<file path="src/hw/rtl/utf8_stream_decoder_defines.svh">
// Assertion macros for the UTF-8 stream decoder.
`ifndef UTF8_STREAM_DECODER_DEFINES_SVH
`define UTF8_STREAM_DECODER_DEFINES_SVH

`ifndef SYNTH
`define U8SD_ASSERT(label, prop) \
   label: assert property (@(posedge clock) disable iff (reset) (prop)) \
      else $error("u8sd assertion failed");
`define U8SD_ASSERT_NEXT(label, pre, post) \
   label: assert property (@(posedge clock) disable iff (reset) (pre) |=> (post)) \
      else $error("u8sd assertion failed");
`else
`define U8SD_ASSERT(label, prop)
`define U8SD_ASSERT_NEXT(label, pre, post)
`endif

`endif

</file>
<file path="src/hw/rtl/u8sd_pkg.sv">
package u8sd_pkg;

   localparam int HoldDepth  = 5;
   localparam int BurstDepth = HoldDepth + 1;
   localparam int CpWidth    = 31;
   localparam int CountWidth = 3;

   typedef logic [7:0]            byte_type;
   typedef logic [CpWidth-1:0]    cp_type;
   typedef logic [CountWidth-1:0] count_type;

   // sequence length opened by a lead byte, zero for anything else
   function automatic count_type lead_length(input byte_type b);
      count_type len;
      len = '0;
      if (b[7:5] == 3'b110) begin
         len = count_type'(2);
      end else if (b[7:4] == 4'b1110) begin
         len = count_type'(3);
      end else if (b[7:3] == 5'b11110) begin
         len = count_type'(4);
      end else if (b[7:2] == 6'b111110) begin
         len = count_type'(5);
      end else if (b[7:1] == 7'b1111110) begin
         len = count_type'(6);
      end
      return len;
   endfunction

endpackage

</file>
<file path="src/hw/rtl/utf8_stream_decoder.sv">
// UTF-8 stream decoder, original six-byte form, 31-bit code points.
// Input channel (req_*): one byte per transfer, req_end_of_buffer on the
// final byte of a buffer flushes anything still held.
// Result channel (rsp_*): one code point per transfer; rsp_run_last marks
// the last result caused by a given input byte. A byte can cause zero
// results (it was only stored) or up to six (five held bytes plus itself).
// The results of a byte are first held in the burst register, then passed
// one at a time to the result register that drives rsp_*.
// Throughput: one byte per cycle while each byte causes at most one result
// and rsp_stall is low; a byte causing several results holds the input while
// the single result port drains the burst register one entry a cycle, rsp_stall permitting.
// Reset clears the held sequence, the burst register and rsp_valid.
// While rsp_stall is high the current result holds; the decoder takes one
// more byte only if its pending burst is already empty, then, if that byte
// caused any result, raises req_stall until the result register frees up.
`include "utf8_stream_decoder_defines.svh"

module utf8_stream_decoder (
   input  logic                  clock,
   input  logic                  reset,
   input  logic                  req_valid,
   output logic                  req_stall,
   input  u8sd_pkg::byte_type    req_data_byte,
   input  logic                  req_end_of_buffer,
   output logic                  rsp_valid,
   input  logic                  rsp_stall,
   output u8sd_pkg::cp_type      rsp_code_point,
   output logic                  rsp_run_last
);
   import u8sd_pkg::*;

   // held sequence
   byte_type  held_ff [HoldDepth];
   count_type held_count_ff, held_count_in;
   count_type exp_len_ff, exp_len_in;
   logic      held_we [HoldDepth];

   // burst register: results of the last accepted byte
   byte_type  burst_byte_ff [BurstDepth];
   byte_type  burst_byte_in [BurstDepth];
   count_type burst_cnt_ff, burst_cnt_in;
   count_type burst_idx_ff;
   logic      burst_dec_ff;
   cp_type    burst_word_ff;

   // result register
   logic      rsp_valid_ff, rsp_valid_in;
   cp_type    rsp_code_point_ff;
   logic      rsp_run_last_ff;

   logic      accept;
   logic      is_cont, held, cont_path, complete, cont_store, raw_b, lead_store;
   count_type new_len;
   logic [31:0] acc;
   cp_type    decoded;
   logic      burst_has, burst_last, rsp_load;
   cp_type    head_value;

   // ---------------- decode of the incoming byte ----------------
   always_comb begin
      is_cont    = (req_data_byte[7:6] == 2'b10);
      held       = (held_count_ff != '0);
      new_len    = lead_length(req_data_byte);
      cont_path  = held && is_cont;
      complete   = cont_path && ((held_count_ff + count_type'(1)) == exp_len_ff);
      cont_store = cont_path && !complete && !req_end_of_buffer &&
                   (held_count_ff < count_type'(HoldDepth));
      raw_b      = (new_len == '0) || req_end_of_buffer;
      lead_store = !cont_path && !raw_b;

      // payload assembly, lead bits first
      acc = 32'(held_ff[0] & (8'h7F >> exp_len_ff));
      for (int k = 1; k < HoldDepth; k++) begin
         if (count_type'(k) < held_count_ff) begin
            acc = {acc[25:0], held_ff[k][5:0]};
         end
      end
      acc     = {acc[25:0], req_data_byte[5:0]};
      decoded = acc[CpWidth-1:0];

      // raw burst: held bytes in order, then the new byte
      for (int k = 0; k < HoldDepth; k++) begin
         if (count_type'(k) < held_count_ff) begin
            burst_byte_in[k] = held_ff[k];
         end else begin
            burst_byte_in[k] = req_data_byte;
         end
      end
      burst_byte_in[BurstDepth-1] = req_data_byte;

      if (complete) begin
         burst_cnt_in = count_type'(1);
      end else if (cont_store) begin
         burst_cnt_in = '0;
      end else if (cont_path) begin
         burst_cnt_in = held_count_ff + count_type'(1);
      end else begin
         burst_cnt_in = held_count_ff + count_type'(raw_b);
      end

      if (cont_store) begin
         held_count_in = held_count_ff + count_type'(1);
         exp_len_in    = exp_len_ff;
      end else if (lead_store) begin
         held_count_in = count_type'(1);
         exp_len_in    = new_len;
      end else begin
         held_count_in = '0;
         exp_len_in    = '0;
      end

      for (int k = 0; k < HoldDepth; k++) begin
         held_we[k] = accept &&
                      ((cont_store && (held_count_ff == count_type'(k))) ||
                       (lead_store && (k == 0)));
      end
   end

   // ---------------- burst drain and handshakes ----------------
   always_comb begin
      burst_has  = (burst_idx_ff != burst_cnt_ff);
      burst_last = ((burst_idx_ff + count_type'(1)) == burst_cnt_ff);
      rsp_load   = burst_has && (!rsp_valid_ff || !rsp_stall);
      req_stall  = burst_has && !(rsp_load && burst_last);
      accept     = req_valid && !req_stall;

      if (burst_dec_ff) begin
         head_value = burst_word_ff;
      end else begin
         head_value = cp_type'(burst_byte_ff[burst_idx_ff]);
      end

      if (rsp_load) begin
         rsp_valid_in = 1'b1;
      end else if (!rsp_stall) begin
         rsp_valid_in = 1'b0;
      end else begin
         rsp_valid_in = rsp_valid_ff;
      end
   end

   always_ff @(posedge clock) begin
      if (reset) begin
         held_count_ff <= '0;
         exp_len_ff    <= '0;
         burst_cnt_ff  <= '0;
         burst_idx_ff  <= '0;
         burst_dec_ff  <= 1'b0;
         rsp_valid_ff  <= 1'b0;
      end else begin
         rsp_valid_ff <= rsp_valid_in;
         if (accept) begin
            held_count_ff <= held_count_in;
            exp_len_ff    <= exp_len_in;
            burst_cnt_ff  <= burst_cnt_in;
            burst_idx_ff  <= '0;
            burst_dec_ff  <= complete;
         end else if (rsp_load) begin
            burst_idx_ff <= burst_idx_ff + count_type'(1);
         end
      end
   end

   always_ff @(posedge clock) begin
      for (int k = 0; k < HoldDepth; k++) begin
         if (held_we[k]) begin
            held_ff[k] <= req_data_byte;
         end
      end
      if (accept) begin
         burst_byte_ff <= burst_byte_in;
         burst_word_ff <= decoded;
      end
      if (rsp_load) begin
         rsp_code_point_ff <= head_value;
         rsp_run_last_ff   <= burst_last;
      end
   end

   assign rsp_valid      = rsp_valid_ff;
   assign rsp_code_point = rsp_code_point_ff;
   assign rsp_run_last   = rsp_run_last_ff;

   // ---------------- checks ----------------
   `U8SD_ASSERT(a_held_bound, held_count_ff <= count_type'(HoldDepth))
   `U8SD_ASSERT(a_len_ahead, (held_count_ff == '0) || (exp_len_ff > held_count_ff))
   `U8SD_ASSERT(a_burst_order, burst_idx_ff <= burst_cnt_ff)
   `U8SD_ASSERT_NEXT(a_flush_at_end, accept && req_end_of_buffer, held_count_ff == '0)

endmodule

</file>
<file path="config.mk">
export PLATFORM = sky130hd
export DESIGN_NAME = utf8_stream_decoder
export DESIGN_NICKNAME = d
export VERILOG_FILES = /design/src/hw/rtl/u8sd_pkg.sv /design/src/hw/rtl/utf8_stream_decoder.sv
export VERILOG_INCLUDE_DIRS = /design/src /design/src/hw/rtl
export SDC_FILE = /design/constraint.sdc
export NUM_CORES = 1
export LEC_CHECK = 0
export BUFFER_PORTS_ARGS = -buffer_cell sky130_fd_sc_hd__buf_4
export CAP_MARGIN = 10
export CORE_MARGIN = 5
export CORE_UTILIZATION = 60
export DETAILED_ROUTE_END_ITERATION = 10
export GPL_TIMING_DRIVEN = 0
export PLACE_DENSITY = 0.9
export SYNTH_ARGS = -nofsm -noshare
export SYNTH_HDL_FRONTEND = slang
export SYNTH_SLANG_ARGS = --single-unit
</file>
<file path="constraint.sdc">
create_clock -name clock -period 4.8 [get_ports clock]
set_input_delay 0.24 -clock clock [delete_from_list [all_inputs] [get_ports clock]]
set_output_delay 0.24 -clock clock [all_outputs]
set_load 0.01 [all_outputs]
</file>
==> metrics.txt <==
io pins 47; status finished clean; Max Clk Rate ~240 MHz; reg-to-reg startpoint held_count_ff[0]; cts repair resizes 0; final total power approximately 5 mW; worst-margin pin slew 1.21 ns; die height around 120 um; vias in the first global route slightly above 5,000; worst r2r dst held_ff[0][28]; maximum root-to-sink buffer count 2; PD cells roughly 600 nW/um2; First DRT Iteration DRCs between 600 and 700; average cell area after synthesis roughly 13 um2; TNS Setup 0 ns; via count 5,149; critical path class flop to flop; drt first pass iters 6; Hold Crit Depth 1; Max Cap Violations 0; initial antenna violation count 0; area delta synth->final 16.2%; Finish-stage setup viols 0; largest net degree at the start of global routing 79; FF-to-FF path depth 8; fraction of registers with async set/reset 0; clk_lat worst skew 0.42 ns; CTS H-Tree Depth 4; clock skew ~0.0097 ns; CTS tree yes; total gr overflow 0; Num CTS Buffers 17; drt wl/cell ~23 um; ys flop type edfxtp_1; crit path time final 4.21 ns; Worst EP arrival approximately 4.2 ns; Worst setup EP type flop; yosys warns 0; Hold Buf Count CTS 0; total wire length roughly 18,000 um; Detailed Place HPWL 12,800 um; Row Count 40; sequential area share after synthesis 0.635; DRC violations left 0; unrepaired setup endpoints after global routing false; Post-CTS Repair Setup Buffers 0; via/cell ratio approximately 6.5; worst hold slack 0.0646 ns; startpoint types flop; worst-path maximum fanout 11; Netlist Area Pre-Place ~7300 um2; VDD IR max between 0.0004 and 0.0005 V; post-synthesis instance total 563; Max-slew headroom 0.184; flops & latches, synth between 150 and 200; core outline area 12,000 um2; EDFF count, synth around 150; number of port buffers 46; Starting Density 0.610; diode count 0; type of the worst min-delay path input port to flop; Req. time, crit path between 4 and 5 ns; Leak ~3.0 nW; global-route wire length before repair around 29,000 um; Clock Pin Slew Worst Setup and Hold Paths ~0.06 ns; Synth cell types 64; Pins Over Slew Limit 0; GPL Wtd Cong between 0.9 and 1; share of layout cells above drive strength 1 0.195; FF-to-FF setup slack roughly 0.59 ns; crit path to held_ff[0][28]; Total GRT Usage 0.266; Syn Nets between 500 and 600; antenna viol nets, final 0; Final nets 648; die area between 10,000 and 15,000 um2; Die Wd between 100 and 150 um; critical path startpoint held_count_ff[0]; final hold vios 0; clk root buf clkbuf_16; Final Cycle Share 0.876; clock sink count 159
## critical path, stage by stage (launching register included)
cell and delay [ns]:
dfxtp_1 0.47, clkbuf_1 0.43, inv_1 0.26, buf_1 0.35, ha_1 0.45, xnor2_1 0.23
a311oi_4 0.39, o2111ai_4 0.27, nor4_2 0.96
## metal layers
| metal | global-route usage | part of all wire | up-vias |
|---|---|---|---|
| met1 | 0.345 | 0.38 | 2506 |
| li1 | - | - | 2267 |
| met5 | 0 | 0 | - |
| met3 | 0.0505 | 0.092 | 50 |
| met2 | 0.444 | 0.49 | 326 |
| met4 | 0.115 | 0.036 | 0 |
## through the flow
stage	cells	utilization	setup slack, ns	area (um2)
5_1_grt	789	0.708	0.416	8470
2_1_floorplan	563	-	1.61	7290
4_1_cts	789	0.708	0.663	8470
6_report	789	0.708	0.593	8470
3_5_place_dp	757	0.658	0.672	7870
3_3_place_gp	756	0.654	0.396	7820
## synth_stat cells, drive strengths merged, types with 4 or more instances
cell type | number | area share
nor2b | 8 | 0.0069
a211oi | 5 | 0.0051
and2 | 29 | 0.025
a21oi | 14 | 0.0096
and3 | 7 | 0.0060
nor3 | 4 | 0.0027
o22ai | 7 | 0.0060
o2bb2ai | 4 | 0.0048
ha | 6 | 0.010
nand2b | 4 | 0.0034
a22o | 5 | 0.0060
nand4 | 7 | 0.0060
a22oi | 13 | 0.013
nor2 | 17 | 0.0091
buf | 6 | 0.0036
a21boi | 9 | 0.0093
mux4 | 8 | 0.025
mux2 | 23 | 0.036
dfxtp | 14 | 0.038
nand2 | 76 | 0.039
o21ai | 37 | 0.026
edfxtp | 145 | 0.60
o32ai | 4 | 0.0048
clkbuf | 26 | 0.013
inv | 18 | 0.0093
nand3 | 5 | 0.0034
a31oi | 8 | 0.0069
xnor2 | 6 | 0.0072
mux2i | 9 | 0.012
## flip-flops by register name, summed over array words and instances, names as in the netlist
register	count
held_count_ff	3
burst_cnt_ff	3
held_ff	40
rsp_code_point	31
rsp_run_last	1
burst_idx_ff	3
burst_dec_ff	1
burst_byte_ff	48
rsp_valid	1
burst_word_ff	25
exp_len_ff	3
## report_power, final
part / switching, mW / internal (mW)
clock network: 0.539 / 0.837
registers: 0.123 / 2.09
logic: 0.879 / 0.542
## cell usage in the layout (no fill, tap or decap), types with 3 or more instances in the layout
cell       Yosys  layout
o22ai_1        7       7
and2_1        29      29
buf_2          3       3
o2bb2ai_1      4       4
buf_1          3       3
mux2i_1        9       9
o21ai_0       36      36
a22oi_1       13      13
mux4_2         8       8
inv_1         18      17
nand3_1        5       5
o32ai_1        4       4
xnor2_1        6       6
clkbuf_1      26      28
ha_1           6       6
nor3_1         4       3
nand2_1       76      76
nor2b_1        8       8
edfxtp_1     145     145
a21oi_1       14      14
a211oi_1       5       5
and3_1         7       7
nand2b_1       4       4
bufinv_16      0       3
a21boi_0       9       9
nand4_1        7       7
mux2_2        23      23
a22o_1         5       5
dfxtp_1       14      14
nor2_1        16      16
buf_4          0      46
clkinv_2       0       3
clkbuf_16      0      17
a31oi_1        8       8
## layout make-up
type | count | area (um2)
buffer | 32 | 124
clock buffer | 20 | 447
clock inverter | 12 | 158
fill | 759 | 3490
inverter | 19 | 73.8
multi-input combinational | 353 | 2490
sequential | 159 | 4630
tap | 147 | 184
timing repair buffer | 47 | 365
## cells by family after synthesis
logic type,share of synthesized area
compound gates,0.124
simple gates,0.115
mux,0.0726
xor+xnor,0.0158
buf+inv,0.0268
fa+ha+maj,0.0103
flops,0.635
## how the worst min path moves through the flow
stage                      from               end  slack [ns]
2_1_floorplan  req_data_byte[0]  burst_byte_ff[0]        0.34
3_3_place_gp   req_data_byte[5]  burst_byte_ff[5]        0.47
3_5_place_dp   req_data_byte[5]  burst_byte_ff[5]        0.49
4_1_cts        req_data_byte[5]  burst_byte_ff[5]        0.06
5_1_grt        req_data_byte[5]  burst_byte_ff[5]        0.05
6_report       req_data_byte[5]  burst_byte_ff[5]        0.06
(Power assumes the default switching activity.)
